--- src/rtl/mdru_pkg.sv ---
// types and constants of the multiply/divide register unit
// used by every file of the block but the assertion macro header; depends on nothing
package mdru_pkg;

  localparam int BYTE_W       = 8;
  localparam int WORD_W       = 16;
  localparam int ADDR_W       = 3;
  localparam int NUM_OPERANDS = 6;

  localparam int MUL_STEPS = 8;
  localparam int DIV_STEPS = 16;
  localparam int MUL_CNT_W = 3;
  localparam int DIV_CNT_W = 4;
  localparam logic [MUL_CNT_W-1:0] MUL_LAST = MUL_CNT_W'(MUL_STEPS - 1);
  localparam logic [DIV_CNT_W-1:0] DIV_LAST = DIV_CNT_W'(DIV_STEPS - 1);

  // access kind
  localparam logic FUNC_READ  = 1'b0;
  localparam logic FUNC_WRITE = 1'b1;

  // write addresses
  localparam logic [ADDR_W-1:0] ADDR_MUL_A   = 3'd0;
  localparam logic [ADDR_W-1:0] ADDR_MUL_B   = 3'd1;
  localparam logic [ADDR_W-1:0] ADDR_DIVR_HI = 3'd2;
  localparam logic [ADDR_W-1:0] ADDR_DIVR_LO = 3'd3;
  localparam logic [ADDR_W-1:0] ADDR_DIVD_HI = 3'd4;
  localparam logic [ADDR_W-1:0] ADDR_DIVD_LO = 3'd5;

  // read addresses
  localparam logic [ADDR_W-1:0] ADDR_PROD_LO = 3'd0;
  localparam logic [ADDR_W-1:0] ADDR_PROD_HI = 3'd1;
  localparam logic [ADDR_W-1:0] ADDR_REM_LO  = 3'd2;
  localparam logic [ADDR_W-1:0] ADDR_REM_HI  = 3'd3;
  localparam logic [ADDR_W-1:0] ADDR_QUOT_LO = 3'd4;
  localparam logic [ADDR_W-1:0] ADDR_QUOT_HI = 3'd5;

  localparam logic [WORD_W-1:0] ZDIV_QUOT = 16'hffff;
  localparam logic [WORD_W-1:0] ZDIV_REM  = 16'h0000;
  localparam logic [BYTE_W-1:0] WRITE_RD  = 8'h00;

  typedef enum logic [1:0] {
    ST_IDLE,
    ST_MUL,
    ST_DIV
  } mdru_state_t;

  typedef struct packed {
    logic              start;
    logic [BYTE_W-1:0] mcand;
    logic [BYTE_W-1:0] mplier;
  } mdru_mul_req_t;

  typedef struct packed {
    logic              start;
    logic [WORD_W-1:0] dividend;
    logic [WORD_W-1:0] divisor;
  } mdru_div_req_t;

endpackage

--- src/rtl/mdru_if.sv ---
// valid/ready channels of the multiply/divide register unit
// depends on mdru_pkg for the field widths
interface mdru_in_if;
  logic                                valid;
  logic                                ready;
  logic                                func;
  logic [mdru_pkg::ADDR_W-1:0]         reg_offset;
  logic [mdru_pkg::BYTE_W-1:0]         write_data;

  modport source (output valid, func, reg_offset, write_data, input ready);
  modport sink   (input valid, func, reg_offset, write_data, output ready);
endinterface

interface mdru_out_if;
  logic                        valid;
  logic                        ready;
  logic [mdru_pkg::BYTE_W-1:0] read_data;

  modport source (output valid, read_data, input ready);
  modport sink   (input valid, read_data, output ready);
endinterface

--- src/rtl/multiply_divide_register_unit.sv ---
// multiply/divide register unit: one bus access per word, read data registered,
// so every word gives its result in the cycle after it is taken
// reads and plain writes: one word a cycle while the output is not held; a write to
// address 1 runs the serial multiplier and a write to address 5 runs the divider,
// and no word is taken while either runs, one bit per cycle in each unit
// synchronous active-low reset clears operand bytes, product, quotient, remainder
module multiply_divide_register_unit (
  input  logic        clk,
  input  logic        rst_n,
  mdru_in_if.sink     in_bus,
  mdru_out_if.source  out_bus
);

  mdru_pkg::mdru_state_t                state_r, state_nxt;
  logic [mdru_pkg::BYTE_W-1:0]          opnd_r [mdru_pkg::NUM_OPERANDS];
  logic                                 out_valid_r, out_valid_nxt;
  logic [mdru_pkg::BYTE_W-1:0]          out_data_r, out_data_nxt;

  mdru_pkg::mdru_mul_req_t              mul_req;
  mdru_pkg::mdru_div_req_t              div_req;
  logic                                 mul_start, div_start;
  logic                                 mul_done, div_done;
  logic [mdru_pkg::WORD_W-1:0]          product, quotient, remainder;

  logic                                 in_acc;
  logic                                 is_write;
  logic [mdru_pkg::BYTE_W-1:0]          rd_byte;

  assign in_acc   = in_bus.valid && in_bus.ready;
  assign is_write = (in_bus.func == mdru_pkg::FUNC_WRITE);

  // operands of each operation take the byte its own write carries
  assign mul_req.start    = mul_start;
  assign mul_req.mcand    = opnd_r[mdru_pkg::ADDR_MUL_A];
  assign mul_req.mplier   = in_bus.write_data;
  assign div_req.start    = div_start;
  assign div_req.divisor  = {opnd_r[mdru_pkg::ADDR_DIVR_HI], opnd_r[mdru_pkg::ADDR_DIVR_LO]};
  assign div_req.dividend = {opnd_r[mdru_pkg::ADDR_DIVD_HI], in_bus.write_data};

  mdru_mul u_mul (
    .clk     (clk),
    .rst_n   (rst_n),
    .req     (mul_req),
    .done    (mul_done),
    .product (product)
  );

  mdru_div u_div (
    .clk       (clk),
    .rst_n     (rst_n),
    .req       (div_req),
    .done      (div_done),
    .quotient  (quotient),
    .remainder (remainder)
  );

  // next state
  always_comb begin
    state_nxt = state_r;
    case (state_r)
      mdru_pkg::ST_IDLE: begin
        if (in_acc && is_write && (in_bus.reg_offset == mdru_pkg::ADDR_MUL_B)) begin
          state_nxt = mdru_pkg::ST_MUL;
        end else if (in_acc && is_write &&
                     (in_bus.reg_offset == mdru_pkg::ADDR_DIVD_LO)) begin
          state_nxt = mdru_pkg::ST_DIV;
        end
      end
      mdru_pkg::ST_MUL: begin
        if (mul_done) begin
          state_nxt = mdru_pkg::ST_IDLE;
        end
      end
      mdru_pkg::ST_DIV: begin
        if (div_done) begin
          state_nxt = mdru_pkg::ST_IDLE;
        end
      end
      default: begin
        state_nxt = mdru_pkg::ST_IDLE;
      end
    endcase
  end

  // state outputs
  always_comb begin
    in_bus.ready = 1'b0;
    mul_start    = 1'b0;
    div_start    = 1'b0;
    case (state_r)
      mdru_pkg::ST_IDLE: begin
        in_bus.ready = !out_valid_r || out_bus.ready;
        mul_start    = in_acc && is_write && (in_bus.reg_offset == mdru_pkg::ADDR_MUL_B);
        div_start    = in_acc && is_write &&
                       (in_bus.reg_offset == mdru_pkg::ADDR_DIVD_LO);
      end
      default: begin
        in_bus.ready = 1'b0;
      end
    endcase
  end

  always_comb begin
    case (in_bus.reg_offset)
      mdru_pkg::ADDR_PROD_LO: rd_byte = product[mdru_pkg::BYTE_W-1:0];
      mdru_pkg::ADDR_PROD_HI: rd_byte = product[mdru_pkg::WORD_W-1:mdru_pkg::BYTE_W];
      mdru_pkg::ADDR_REM_LO:  rd_byte = remainder[mdru_pkg::BYTE_W-1:0];
      mdru_pkg::ADDR_REM_HI:  rd_byte = remainder[mdru_pkg::WORD_W-1:mdru_pkg::BYTE_W];
      mdru_pkg::ADDR_QUOT_LO: rd_byte = quotient[mdru_pkg::BYTE_W-1:0];
      mdru_pkg::ADDR_QUOT_HI: rd_byte = quotient[mdru_pkg::WORD_W-1:mdru_pkg::BYTE_W];
      default:                rd_byte = '0;
    endcase
  end

  // output register frees the input side as soon as the word is taken
  always_comb begin
    out_valid_nxt = out_valid_r;
    out_data_nxt  = out_data_r;
    if (in_acc) begin
      out_valid_nxt = 1'b1;
      out_data_nxt  = is_write ? mdru_pkg::WRITE_RD : rd_byte;
    end else if (out_bus.ready) begin
      out_valid_nxt = 1'b0;
    end
  end

  assign out_bus.valid     = out_valid_r;
  assign out_bus.read_data = out_data_r;

  always_ff @(posedge clk) begin
    if (!rst_n) begin
      state_r     <= mdru_pkg::ST_IDLE;
      out_valid_r <= 1'b0;
    end else begin
      state_r     <= state_nxt;
      out_valid_r <= out_valid_nxt;
    end
  end

  always_ff @(posedge clk) begin
    out_data_r <= out_data_nxt;
  end

  always_ff @(posedge clk) begin
    if (!rst_n) begin
      for (int i = 0; i < mdru_pkg::NUM_OPERANDS; i++) begin
        opnd_r[i] <= '0;
      end
    end else if (in_acc && is_write &&
                 (in_bus.reg_offset < mdru_pkg::ADDR_W'(mdru_pkg::NUM_OPERANDS))) begin
      opnd_r[in_bus.reg_offset] <= in_bus.write_data;
    end
  end

endmodule

--- src/rtl/mdru_mul.sv ---
// bit-serial 8x8 unsigned shift-and-add multiplier, one multiplier bit a cycle
// depends on mdru_pkg
module mdru_mul (
  input  logic                          clk,
  input  logic                          rst_n,
  input  mdru_pkg::mdru_mul_req_t       req,
  output logic                          done,
  output logic [mdru_pkg::WORD_W-1:0]   product
);

  logic                               busy_r, busy_nxt;
  logic [mdru_pkg::MUL_CNT_W-1:0]     cnt_r, cnt_nxt;
  logic [mdru_pkg::WORD_W-1:0]        product_r, product_nxt;
  logic [mdru_pkg::WORD_W-1:0]        mcand_r, mcand_nxt;
  logic [mdru_pkg::BYTE_W-1:0]        mplier_r, mplier_nxt;

  assign done    = busy_r && (cnt_r == mdru_pkg::MUL_LAST);
  assign product = product_r;

  always_comb begin
    busy_nxt    = busy_r;
    cnt_nxt     = cnt_r;
    product_nxt = product_r;
    mcand_nxt   = mcand_r;
    mplier_nxt  = mplier_r;
    if (req.start) begin
      busy_nxt    = 1'b1;
      cnt_nxt     = '0;
      product_nxt = '0;
      mcand_nxt   = {{(mdru_pkg::WORD_W-mdru_pkg::BYTE_W){1'b0}}, req.mcand};
      mplier_nxt  = req.mplier;
    end else if (busy_r) begin
      // add the shifted multiplicand where the current multiplier bit is set
      product_nxt = product_r + (mplier_r[0] ? mcand_r : '0);
      mcand_nxt   = {mcand_r[mdru_pkg::WORD_W-2:0], 1'b0};
      mplier_nxt  = {1'b0, mplier_r[mdru_pkg::BYTE_W-1:1]};
      cnt_nxt     = cnt_r + 1'b1;
      if (done) begin
        busy_nxt = 1'b0;
      end
    end
  end

  always_ff @(posedge clk) begin
    if (!rst_n) begin
      busy_r    <= 1'b0;
      cnt_r     <= '0;
      product_r <= '0;
    end else begin
      busy_r    <= busy_nxt;
      cnt_r     <= cnt_nxt;
      product_r <= product_nxt;
    end
  end

  always_ff @(posedge clk) begin
    mcand_r  <= mcand_nxt;
    mplier_r <= mplier_nxt;
  end

endmodule

--- src/rtl/mdru_div.sv ---
// restoring 16/16 unsigned divider, one quotient bit a cycle
// depends on mdru_pkg
module mdru_div (
  input  logic                          clk,
  input  logic                          rst_n,
  input  mdru_pkg::mdru_div_req_t       req,
  output logic                          done,
  output logic [mdru_pkg::WORD_W-1:0]   quotient,
  output logic [mdru_pkg::WORD_W-1:0]   remainder
);

  logic                               busy_r, busy_nxt;
  logic                               zero_r, zero_nxt;
  logic [mdru_pkg::DIV_CNT_W-1:0]     cnt_r, cnt_nxt;
  logic [mdru_pkg::WORD_W-1:0]        quot_r, quot_nxt;
  logic [mdru_pkg::WORD_W-1:0]        rem_r, rem_nxt;
  logic [mdru_pkg::WORD_W-1:0]        divisor_r, divisor_nxt;
  logic [mdru_pkg::WORD_W:0]          shifted;
  logic [mdru_pkg::WORD_W+1:0]        diff;
  logic                               fits;

  assign done      = busy_r && (cnt_r == mdru_pkg::DIV_LAST);
  assign quotient  = quot_r;
  assign remainder = rem_r;

  // partial remainder with the next dividend bit brought down
  assign shifted = {rem_r, quot_r[mdru_pkg::WORD_W-1]};
  assign diff    = {1'b0, shifted} - {2'b00, divisor_r};
  assign fits    = !diff[mdru_pkg::WORD_W+1];

  always_comb begin
    busy_nxt    = busy_r;
    zero_nxt    = zero_r;
    cnt_nxt     = cnt_r;
    quot_nxt    = quot_r;
    rem_nxt     = rem_r;
    divisor_nxt = divisor_r;
    if (req.start) begin
      busy_nxt    = 1'b1;
      zero_nxt    = (req.divisor == '0);
      cnt_nxt     = '0;
      quot_nxt    = req.dividend;
      rem_nxt     = '0;
      divisor_nxt = req.divisor;
    end else if (busy_r) begin
      quot_nxt = {quot_r[mdru_pkg::WORD_W-2:0], fits};
      rem_nxt  = fits ? diff[mdru_pkg::WORD_W-1:0] : shifted[mdru_pkg::WORD_W-1:0];
      cnt_nxt  = cnt_r + 1'b1;
      if (done) begin
        busy_nxt = 1'b0;
        if (zero_r) begin
          quot_nxt = mdru_pkg::ZDIV_QUOT;
          rem_nxt  = mdru_pkg::ZDIV_REM;
        end
      end
    end
  end

  always_ff @(posedge clk) begin
    if (!rst_n) begin
      busy_r <= 1'b0;
      cnt_r  <= '0;
      quot_r <= '0;
      rem_r  <= '0;
    end else begin
      busy_r <= busy_nxt;
      cnt_r  <= cnt_nxt;
      quot_r <= quot_nxt;
      rem_r  <= rem_nxt;
    end
  end

  always_ff @(posedge clk) begin
    zero_r    <= zero_nxt;
    divisor_r <= divisor_nxt;
  end

endmodule

--- src/flat_wrapper.sv ---
// flat-port wrapper written by rule: the top's interface ports become plain ports
module multiply_divide_register_unit_flat 
  (clk, rst_n, in_bus_valid, in_bus_func, in_bus_reg_offset, in_bus_write_data, in_bus_ready, out_bus_valid, out_bus_read_data, out_bus_ready);
  mdru_in_if in_bus_i ();
  mdru_out_if out_bus_i ();
  input  logic clk;
  input  logic rst_n;
  input wire logic [$bits(in_bus_i.valid)-1:0] in_bus_valid;
  input wire logic [$bits(in_bus_i.func)-1:0] in_bus_func;
  input wire logic [$bits(in_bus_i.reg_offset)-1:0] in_bus_reg_offset;
  input wire logic [$bits(in_bus_i.write_data)-1:0] in_bus_write_data;
  output wire logic [$bits(in_bus_i.ready)-1:0] in_bus_ready;
  output wire logic [$bits(out_bus_i.valid)-1:0] out_bus_valid;
  output wire logic [$bits(out_bus_i.read_data)-1:0] out_bus_read_data;
  input wire logic [$bits(out_bus_i.ready)-1:0] out_bus_ready;
  assign in_bus_i.valid = in_bus_valid;
  assign in_bus_i.func = in_bus_func;
  assign in_bus_i.reg_offset = in_bus_reg_offset;
  assign in_bus_i.write_data = in_bus_write_data;
  assign in_bus_ready = in_bus_i.ready;
  assign out_bus_valid = out_bus_i.valid;
  assign out_bus_read_data = out_bus_i.read_data;
  assign out_bus_i.ready = out_bus_ready;
  multiply_divide_register_unit u_core (.clk(clk), .rst_n(rst_n), .in_bus(in_bus_i), .out_bus(out_bus_i));
endmodule
--- config.mk ---
export PLATFORM = sky130hd
export DESIGN_NAME = multiply_divide_register_unit_flat
export DESIGN_NICKNAME = d
export VERILOG_FILES = /design/src/rtl/mdru_pkg.sv /design/src/rtl/mdru_if.sv /design/src/rtl/multiply_divide_register_unit.sv /design/src/rtl/mdru_mul.sv /design/src/rtl/mdru_div.sv /design/src/flat_wrapper.sv
export SDC_FILE = /design/constraint.sdc
export NUM_CORES = 1
export LEC_CHECK = 0
export CORE_MARGIN = 5
export CORE_UTILIZATION = 35
export CTS_CLUSTER_SIZE = 25
export DETAILED_ROUTE_END_ITERATION = 6
export DONT_BUFFER_PORTS = 1
export PLACE_DENSITY = 0.56
export SKIP_CTS_REPAIR_TIMING = 1
export SYNTH_ARGS = -nofsm -noshare
export SYNTH_HDL_FRONTEND = slang
export SYNTH_SLANG_ARGS = --single-unit
--- constraint.sdc ---
create_clock -name clk -period 5.55 [get_ports clk]
set_input_delay 0.2775 -clock clk [delete_from_list [all_inputs] [get_ports clk]]
set_output_delay 0.2775 -clock clk [all_outputs]
set_load 0.01 [all_outputs]
==> results.toml, run 1 <==
[finish]
insertedDiodeCount = 0
drive_gt1_share_pct = 8.186
fin_nets = 834
syn_to_final_growth_pct = 10.11

[drt]
top_layer_used = "met4"
drc_errors_left = 0
drtAntennaViolNets = 0
drtIter0Drc = 541
vias_after_detailed_routing = 5931
drt-total-wl_mm = 19.75
via_per_inst = 5.522
drt_first_pass_iters = 5
met1Wirelength_mm = 9.782
routed-wl-met3_mm = 1.123
post_drt_wl_per_cell_um = 18.39
met2_wl_post_dr_mm = 8.368

[synth]
syn-num-nets = 850
synth_sequential_area_ratio_pct = 45.59
ys.warnings.count = 0
ys.flop_type = "edfxtp_1"
top_cells_by_area_in_the_synthesized_netlist = "edfxtp_1, dfxtp_1, ha_1, nand2_1, mux2i_1"
ys_types = 76
post_synth_inst_count = 798
synth.largest_area_cell = "edfxtp_1"
syn-cell-area_um2 = 7795
syn_avg_cell_area_um2 = 9.768
postSynthRegisterBits = 141
synth_top_area_share_pct = 28.12
ys_async_sr_fraction_pct = 0
synth_enable_flop_cells = 73

[power]
power_frac_clock_pct = 45.4
cellPowerDensity_nw_per_um2 = 285.6
power.share.combinational_pct = 6.4
total_switching_power_w = 0.0005834
power.leakage_nw = 3.343
vdd_drop_max_uv = 244.6
switching_share_pct = 23.80
p_int_w = 0.001868
fraction_of_power_consumed_by_sequential_logic_pct = 48.2

[floorplan]
floorplan.die_area_um2 = 25360
starting_density_pct = 35.61
site_row_count = 54
die_h_um = 159.2
die_width_um = 159.2
io_pins = 26
core_area_um2 = 21890

[global_routing]
antenna_found_initial = 0
grt-ovfl-total = 0
first_global_vias = 5487
grt_start_max_net_pins = 31
track_usage_pct = 15.46
global_route_wire_length_before_repair_mm = 31.37

[worst_setup_path]
critical-path-top-delay-family = "simple AND/OR/NAND/NOR gates"
cp_num_cells = 8
slowest_delay_ns = 0.55
critical_path.endpoint = "u_core.u_mul.product[15]$_SDFFE_PP0P_"
timing.critical_path.from_type = "flip-flop"
path_cells = "and2_1 > ha_1 > a21oi_1 > nand2_1 > or4_1 > a221oi_1 > o31a_1 > nor3_1"
worstRegToRegCells = 8
crit_path_start = "u_core.u_mul.mplier_r[0]$_DFFE_PP_"
setup.worst_path.end_class = "flip-flop"
critPathKind = "flip-flop to flip-flop"
cp_slowest_cell = "or4_1"
crit-reg2reg-capture = "u_core.u_mul.product[15]$_SDFFE_PP0P_"
path_buf_inv = 0
worst_r2r_startpoint = "u_core.u_mul.mplier_r[0]$_DFFE_PP_"
worst-endpoint-required_ns = 5.85
timing.critical_path.fanout_max = 16
critical_path_arrival_ns = 3.06
reg2reg_setup_slack_ns = 2.79

[placement]
port_buffers = 0
dpl.hpwl_mm = 14.33
place.gp.congestion = 0.8624
dp_slack_ns = 2.807

[clocking]
worst_skew_late_latency_ns = 0.42
cts.sinks = 141
cts_tree = "done"
htreeDepth = 4
buffer_levels_on_the_longest_clock_path = 2
cts_made_buffers = 17
cts.clk_slew.worst_paths_ns = 0.06
cts_root_buf = "clkbuf_16"

[sta]
max_freq_ghz = 0.3622
unrepaired_setup_endpoints_after_global_routing = "no"
hold-worst-slack_ns = -0.002146
final-setup-viol-count = 0
hold_viol = 2
final.setup.worst_slack_ns = 2.789
worst_clock_skew_ns = 0.007457
tns_ns = 0
timing.slew.headroom_pct = 25.94
max_slew_vio_count = 0
shortest_clock_period_the_worst_path_allows_after_layout_ns = 2.761
final_min_period_over_clock_period_pct = 49.75
worstMarginPinSlew_ns = 1.110

[hold_path]
hp-class = "input pin to flip-flop"

[run_status]
result_of_the_run = "complete, but fails checks"
failing_checks = "hold timing"

[job]
max_cap_viol_count = 0
## cells in the mapped netlist (12+ instances only)
library cell  instances
a21o_1               19
nand3_1              13
o21ai_0              35
ha_1                 34
clkbuf_1             26
and2_1               48
nor3_1               28
edfxtp_1             73
a21oi_1              45
mux2i_1              33
o211ai_1             12
dfxtp_1              68
inv_1                28
nor2_1               50
nand2_1              97
## layer usage
| layer | track usage [%] | vias to the layer above |
|---|---|---|
| met5 | 0 | - |
| met4 | 5.041 | 0 |
| met3 | 3.443 | 25 |
| met2 | 22.49 | 178 |
| met1 | 22.75 | 2808 |
| li1 | - | 2920 |
## power by group through the flow
stage / Sequential, W / Clock, W / Combinational (W)
floorplan: 0.00119 / 0 / 0.000129
global route: 0.00119 / 0.00119 / 0.000176
detailed placement: 0.00120 / 0 / 0.000156
finish: 0.00118 / 0.00111 / 0.000158
global placement: 0.00120 / 0 / 0.000157
CTS: 0.00118 / 0.00114 / 0.000157
## cells in the final DEF, fill, tap and decap left out, drive strengths merged, types with 12 or more instances in the layout
master,n
nand2,97
edfxtp,73
dfxtp,68
nor2,50
and2,49
a21oi,48
o21ai,36
ha,34
mux2i,33
inv,32
nor3,28
a21o,19
clkbuf,17
nand3,13
o211ai,12
## cell type report
cell class / instances / area, um2
Clock buffer: 17 / 425.4
Clock inverter: 14 / 145.1
Fill cell: 2221 / 13310
Inverter: 30 / 112.6
Multi-Input combinational cell: 584 / 3934
Sequential cell: 141 / 3553
Tap cell: 280 / 350.3
Timing Repair Buffer: 8 / 62.56
## state kept, by name, summed over array words and instances (netlist names)
signal / count
u_core.out_bus.valid: 1
u_core.u_div.zero_r: 1
u_core.u_mul.mcand_r: 16
u_core.out_bus.read_data: 8
u_core.u_div.quotient: 16
u_core.u_mul.mplier_r: 8
u_core.u_mul.busy_r: 1
u_core.opnd_r: 32
u_core.u_div.busy_r: 1
u_core.state_r: 2
u_core.u_mul.product: 16
u_core.u_div.remainder: 16
u_core.u_div.divisor_r: 16
u_core.u_div.cnt_r: 4
u_core.u_mul.cnt_r: 3
## cells by family (layout without fill, tap and decap cells)
logic type | Yosys count | in the layout | share of synthesized area, %
flops | 141 | 141 | 45.59
mux | 49 | 49 | 7.271
xor+xnor | 17 | 17 | 1.910
compound gates | 188 | 188 | 16.61
simple gates | 294 | 294 | 18.70
buf+inv | 73 | 69 | 3.948
fa+ha+maj | 36 | 36 | 5.971
## through the flow
| stage | cell area [um2] | cells | power [W] | hold slack (ns) | utilization, % |
|---|---|---|---|---|---|
| after floorplan | 7795 | 798 | 0.001320 | 0.4268 | - |
| after global placement | 8003 | 1042 | 0.001361 | 0.4009 | 36.56 |
| after detailed placement | 8003 | 1042 | 0.001361 | 0.4109 | 36.56 |
| after CTS | 8573 | 1073 | 0.002474 | -0.02607 | 39.16 |
| after global routing | 8583 | 1074 | 0.002550 | 0.0003535 | 39.21 |
| final | 8583 | 1074 | 0.002452 | -0.002146 | 39.21 |
## how the worst min path moves through the flow
stage	from	endpoint	slack [ns]	cells past startpoint
floorplan	u_core.opnd_r[2][2]$_SDFFCE_PN0P_	u_core.u_div.divisor_r[10]$_DFFE_PP_	0.43	0
global placement	rst_n	u_core.out_bus.valid$_SDFFE_PN0P_	0.40	1
detailed placement	rst_n	u_core.out_bus.valid$_SDFFE_PN0P_	0.41	1
CTS	rst_n	u_core.out_bus.valid$_SDFFE_PN0P_	-0.03	1
global route	rst_n	u_core.u_div.quotient[5]$_SDFFE_PN0P_	0.0004	2
finish	rst_n	u_core.u_div.quotient[1]$_SDFFE_PN0P_	-0.002	2
(Power assumes the default switching activity.)
==> inputs of run 2 (changes only) <==
ABC_AREA = 1   (was not set)
clock period = 2.55 ns   (was 5.55 ns; I/O delays follow)
==> run 2 against run 1 <==
  * The flow still finishes with violations (hold timing)
  * Power is 120% higher
  * Clock power is 120% higher
  * Sequential power rose by 120%
==> results.toml, run 2 <==
[synth]
syn-num-nets = 1082
count_leader_synth = "nand2_1"
synth.top_cells.by_count = "nand2_1, inv_1, nor2_1, a21oi_1, nand3_1"
ys.flop_type = "edfxtp_1"
synth.largest_area_cell = "edfxtp_1"
top_cells_by_area_in_the_synthesized_netlist = "edfxtp_1, dfxtp_1, nand2_1, inv_1, a21oi_1"
syn_avg_cell_area_um2 = 7.654
postSynthRegisterBits = 141
synth_enable_flop_cells = 73
post_synth_inst_count = 1030
ys_types = 46
ys_async_sr_fraction_pct = 0
ys.warnings.count = 0
syn-cell-area_um2 = 7884
synth_top_area_share_pct = 27.81
synth_sequential_area_ratio_pct = 45.07

[floorplan]
core_area_um2 = 22430
site_row_count = 55
io_pins = 26
die_width_um = 160.1
die_h_um = 160.1
starting_density_pct = 35.14
floorplan.die_area_um2 = 25630

[drt]
via_per_inst = 4.922
drtAntennaViolNets = 0
drt-total-wl_mm = 20.68
drc_errors_left = 0
post_drt_wl_per_cell_um = 15.35
drtIter0Drc = 466
met2_wl_post_dr_mm = 9.143
met1Wirelength_mm = 10.21
routed-wl-met3_um = 940
vias_after_detailed_routing = 6630
drt_first_pass_iters = 5
top_layer_used = "met4"

[finish]
final-instance-count-excl-fill = 1347
insertedDiodeCount = 0
highest_count_cells_in_the_layout_ignoring_fill_and_taps = "nand2_1, inv_1, nor2_1"
largest_register_ffs = 32
nFillCells = 2335
regMostFlops = "u_core.opnd_r"
drive_gt1_share_pct = 6.968
mostFrequentLayoutCell = "nand2_1"
syn_to_final_growth_pct = 13.30
fin_nets = 1101
postLayoutCoreUtil_pct = 39.82

[run_status]
result_of_the_run = "complete, but fails checks"
failing_checks = "hold timing"

[worst_setup_path]
critical_path_arrival_ns = 2.56
worst-endpoint-required_ns = 2.86
timing.critical_path.fanout_max = 15
setup.worst_path.end_class = "flip-flop"
timing.critical_path.from_type = "flip-flop"
critPathKind = "flip-flop to flip-flop"

[placement]
dp_slack_ns = 0.3209
dpl.hpwl_mm = 15.56
port_buffers = 0
place.gp.congestion = 0.8750
dp.cells = 1304

[clocking]
cts_tree = "done"
worst_skew_late_latency_ns = 0.42
htreeDepth = 4
buffer_levels_on_the_longest_clock_path = 2
cts_root_buf = "clkbuf_16"
cts.sinks = 141
cts_made_buffers = 17
cts.clk_slew.worst_paths_ns = 0.06

[sta]
final.setup.worst_slack_ns = 0.3063
hold-worst-slack_ns = -0.02804
timing.slew.headroom_pct = 52.34
tns_ns = 0
final_min_period_over_clock_period_pct = 87.99
shortest_clock_period_the_worst_path_allows_after_layout_ns = 2.244
max_slew_vio_count = 0
unrepaired_setup_endpoints_after_global_routing = "no"
worst_clock_skew_ns = 0.008324
worstMarginPinSlew_ns = 0.7141
hold_viol = 6
max_freq_ghz = 0.4457
final-setup-viol-count = 0

[power]
switching_share_pct = 24.13
vdd_drop_max_uv = 481.0
power_frac_clock_pct = 46.0
fraction_of_power_consumed_by_sequential_logic_pct = 47.1
p_int_w = 0.004113
cellPowerDensity_nw_per_um2 = 607.0
power.leakage_nw = 4.040
power.share.combinational_pct = 6.9
total_switching_power_w = 0.001308

[global_routing]
global_route_wire_length_before_repair_mm = 32.69
grt_start_max_net_pins = 30
first_global_vias = 6203
track_usage_pct = 16.05
antenna_found_initial = 0
grt-ovfl-total = 0

[job]
max_cap_viol_count = 0

[hold_path]
hp-class = "input pin to flip-flop"
## run 2: cell count changes after synthesis, sizes merged, moves of 11 or more
cell / delta
nand2: +176
inv: +136
nand3: +65
nor2: +50
and2: -46
a21oi: +39
mux2i: -33
o22ai: +29
a21o: -16
nor3: -16
clkbuf: -14
o21ai: -13
mux2: -11
o211ai: -11
## run 2: kinds of logic (layout without fill, tap and decap cells)
kind of cell	after synthesis	count (layout)	share of synthesized area, %
xor gates and xnor gates	18	18	2.000
AOI/OAI and AO/OA	156	156	11.27
DFF	141	141	45.07
and+or+nand+nor	480	480	25.61
buffers and inverters	199	231	10.14
adders and majority gates	36	36	5.904
## run 2: critical path, stage by stage (launching register included)
cell	delay [ns]
edfxtp_1	0.38
buf_4	0.19
nand2_1	0.06
inv_1	0.06
fa_1	0.43
nand3_1	0.09
nand3_1	0.14
a21boi_0	0.27
nor2_1	0.09
nand2_1	0.06
nand2_1	0.06
nand2_1	0.06
nand2_1	0.04
o21ai_0	0.15
inv_1	0.05
## run 2: final timing paths
| check | from | end | slack (ns) | depth (start not counted) |
|---|---|---|---|---|
| setup / recovery | u_core.u_mul.mplier_r[0]$_DFFE_PP_ | u_core.u_mul.product[10]$_SDFFE_PP0P_ | 0.31 | 14 |
| hold / removal | in_bus_write_data[4] | u_core.u_div.quotient[4]$_SDFFE_PN0P_ | -0.03 | 4 |
| setup reg to reg | u_core.u_mul.mplier_r[0]$_DFFE_PP_ | u_core.u_mul.product[10]$_SDFFE_PP0P_ | 0.31 | 14 |
| hold reg to reg | u_core.opnd_r[3][1]$_SDFFCE_PN0P_ | u_core.u_div.divisor_r[1]$_DFFE_PP_ | 0.45 | 0 |
## run 2: per-stage QoR
step                hold slack (ns)  cell area, um2  power, W
finish                     -0.02804            8932  0.005422
global route               0.009846            8932  0.005618
CTS                         -0.2102            8822  0.005439
detailed placement           0.2327            8229  0.002955
global placement             0.2288            8229  0.002950
floorplan                    0.3061            7884  0.002846
## run 2: area by class of cell
type	count	area [um2]	area share, %
Inverter	166	623.1	6.976
Sequential cell	141	3553	39.78
Multi-Input combinational cell	690	3531	39.53
Timing Repair Buffer	33	275.3	3.082
Tap cell	285	356.6	3.992
Clock inverter	12	136.4	1.527
Clock buffer	20	456.7	5.113
## run 2: metal layers
metal / GRT usage (%) / vias up
li1: - / 3404
met1: 22.76 / 3069
met2: 24.47 / 132
met3: 3.535 / 25
met4: 5.084 / 0
met5: 0 / -
## run 2: power groups by stage
stage / registers, W / logic, W / clock network [W]
6_report: 0.00255 / 0.000376 / 0.00249
5_1_grt: 0.00256 / 0.000425 / 0.00263
4_1_cts: 0.00255 / 0.000356 / 0.00253
3_5_place_dp: 0.00260 / 0.000355 / 0
3_3_place_gp: 0.00260 / 0.000351 / 0
2_1_floorplan: 0.00258 / 0.000270 / 0
==> inputs of run 3 (changes only) <==
CTS_BUF_LIST = sky130_fd_sc_hd__clkbuf_16   (was not set)
GPL_ROUTABILITY_DRIVEN = 0   (was not set)
HOLD_SLACK_MARGIN = 0.15   (was not set)
==> run 3 against run 2 <==
  * The flow now finishes without violations
  * Flip-flop and latch count unchanged
  * Combinational power up 1%
  * Cell area down 0.20%
  * Utilization down 0.078 points
  * Critical path depth unchanged
  * Setup slack better by 0.0020 ns
  * Critical path type unchanged
  * Critical endpoint unchanged
  * Largest cell class unchanged
==> results.toml, run 3 (synthesized netlist as in run 2, its figures left out) <==
[run_status]
result_of_the_run = "complete, no violations"

[global_routing]
antenna_found_initial = 1
grt_start_max_net_pins = 30
global_route_wire_length_before_repair_mm = 32.70
grt-ovfl-total = 0
first_global_vias = 6202
track_usage_pct = 16.06

[worst_setup_path]
worst-endpoint-required_ns = 2.86
crit_path_start = "u_core.u_mul.mplier_r[0]$_DFFE_PP_"
timing.critical_path.fanout_max = 15
reg2reg_setup_slack_ns = 0.31
crit-reg2reg-capture = "u_core.u_mul.product[10]$_SDFFE_PP0P_"
setup.worst_path.end_class = "flip-flop"
critical_path_arrival_ns = 2.55
timing.critical_path.from_type = "flip-flop"
worst_r2r_startpoint = "u_core.u_mul.mplier_r[0]$_DFFE_PP_"
critical_path.endpoint = "u_core.u_mul.product[10]$_SDFFE_PP0P_"
critPathKind = "flip-flop to flip-flop"
worstRegToRegCells = 14

[finish]
area.sequential_um2 = 3553
regMostFlops = "u_core.opnd_r"
highest_count_cells_in_the_layout_ignoring_fill_and_taps = "nand2_1, inv_1, nor2_1"
multi_input_gate_area_in_the_final_layout_um2 = 3531
final-instance-count-excl-fill = 1348
fin_area_um2 = 8915
fin_nets = 1101
nFillCells = 2340
drive_gt1_share_pct = 6.780
largest_register_ffs = 32
mostFrequentLayoutCell = "nand2_1"
syn_to_final_growth_pct = 13.08

[power]
cellPowerDensity_nw_per_um2 = 601.1
vdd_drop_max_uv = 479.7
power.leakage_nw = 4.033

[drt]
drt_first_pass_iters = 5
drt-total-wl_mm = 20.54
drtAntennaViolNets = 0
drtIter0Drc = 509
drc_errors_left = 0
via_per_inst = 4.917
vias_after_detailed_routing = 6628
post_drt_wl_per_cell_um = 15.24

[job]
max_cap_viol_count = 0

[sta]
max_slew_vio_count = 0
final.setup.worst_slack_ns = 0.3083
worst_clock_skew_ns = 0.008055
worstMarginPinSlew_ns = 0.8786
unrepaired_setup_endpoints_after_global_routing = "no"
timing.slew.headroom_pct = 41.23
max_freq_ghz = 0.4461
tns_ns = 0
shortest_clock_period_the_worst_path_allows_after_layout_ns = 2.242
hold-worst-slack_ns = 0.1488
hold_viol = 0
final_min_period_over_clock_period_pct = 87.91
final-setup-viol-count = 0

[placement]
dpl.hpwl_mm = 15.56
dp.cells = 1304
dpl-instance-area_um2 = 8229
dp_slack_ns = 0.3209
port_buffers = 0

[clocking]
cts.clk_slew.worst_paths_ns = 0.06
htreeDepth = 4
worst_skew_late_latency_ns = 0.42
cts.sinks = 141
cts_made_buffers = 17
cts_tree = "done"
cts_root_buf = "clkbuf_16"
buffer_levels_on_the_longest_clock_path = 2

[floorplan]
die_width_um = 160.1
core_area_um2 = 22430
floorplan.die_area_um2 = 25630
die_h_um = 160.1
starting_density_pct = 35.14
site_row_count = 55
io_pins = 26

[hold_path]
hp-class = "input pin to flip-flop"
[run 3: cell types whose count changed in the layout (fill, tap and decap cells not counted), sizes merged]
cell | previous run | this run
inv | 168 | 169
diode | 0 | 1
clkinv | 5 | 7
clkbuf | 20 | 17
[run 3: critical path, cell delays in order (launching register included)]
cell and delay [ns]:
edfxtp_1 0.38, buf_4 0.19, nand2_1 0.06, inv_1 0.06, fa_1 0.43, nand3_1 0.09, nand3_1 0.13, a21boi_0 0.27
nor2_1 0.09, nand2_1 0.06, nand2_1 0.06, nand2_1 0.06, nand2_1 0.04, o21ai_0 0.15, inv_1 0.05
[run 3: power by group]
part	leakage [nW]	total (W)	switching [W]	internal [W]
Clock	0.276	0.00243	0.000992	0.00144
Sequential	1.26	0.00255	0.0000676	0.00248
Combinational	2.49	0.000381	0.000251	0.000130
Total	4.03	0.00536	0.00131	0.00405
[run 3: how the worst min path moves through the flow]
stage                    startpoint                                   endpoint  slack [ns]  cells past startpoint
2_1_floorplan  in_bus_write_data[0]         u_core.u_mul.mplier_r[0]$_DFFE_PP_        0.31                      2
3_3_place_gp                  rst_n     u_core.u_div.quotient[14]$_SDFFE_PN0P_        0.23                      2
3_5_place_dp                  rst_n      u_core.u_div.quotient[7]$_SDFFE_PN0P_        0.23                      2
4_1_cts                       rst_n      u_core.u_div.quotient[7]$_SDFFE_PN0P_       -0.21                      2
5_1_grt        in_bus_reg_offset[0]  u_core.out_bus.read_data[1]$_SDFFCE_PP0N_        0.15                      3
6_report       in_bus_reg_offset[0]  u_core.out_bus.read_data[1]$_SDFFCE_PP0N_        0.15                      3
[run 3: final cells by class]
type,count,area share [%]
inverters,166,6.989
multi-input cells,690,39.61
clock buffers,17,4.772
diodes,1,0.02807
repair buffers,33,3.088
flip-flops and latches,141,39.86
clock inverters,15,1.656
well taps,285,4.000
[run 3: stage by stage]
stage | power, W | util (%)
2_1_floorplan | 0.002846 | -
3_3_place_gp | 0.002950 | 36.68
3_5_place_dp | 0.002955 | 36.68
4_1_cts | 0.005374 | 39.24
5_1_grt | 0.005560 | 39.74
6_report | 0.005359 | 39.74
[run 3: per-layer routing]
metal,global-route usage (%),share of wire [%],up-vias
li1,-,-,3404
met1,22.77,49,3056
met2,24.47,44,142
met3,3.535,4.4,26
met4,5.084,1.9,0
met5,0,0,-
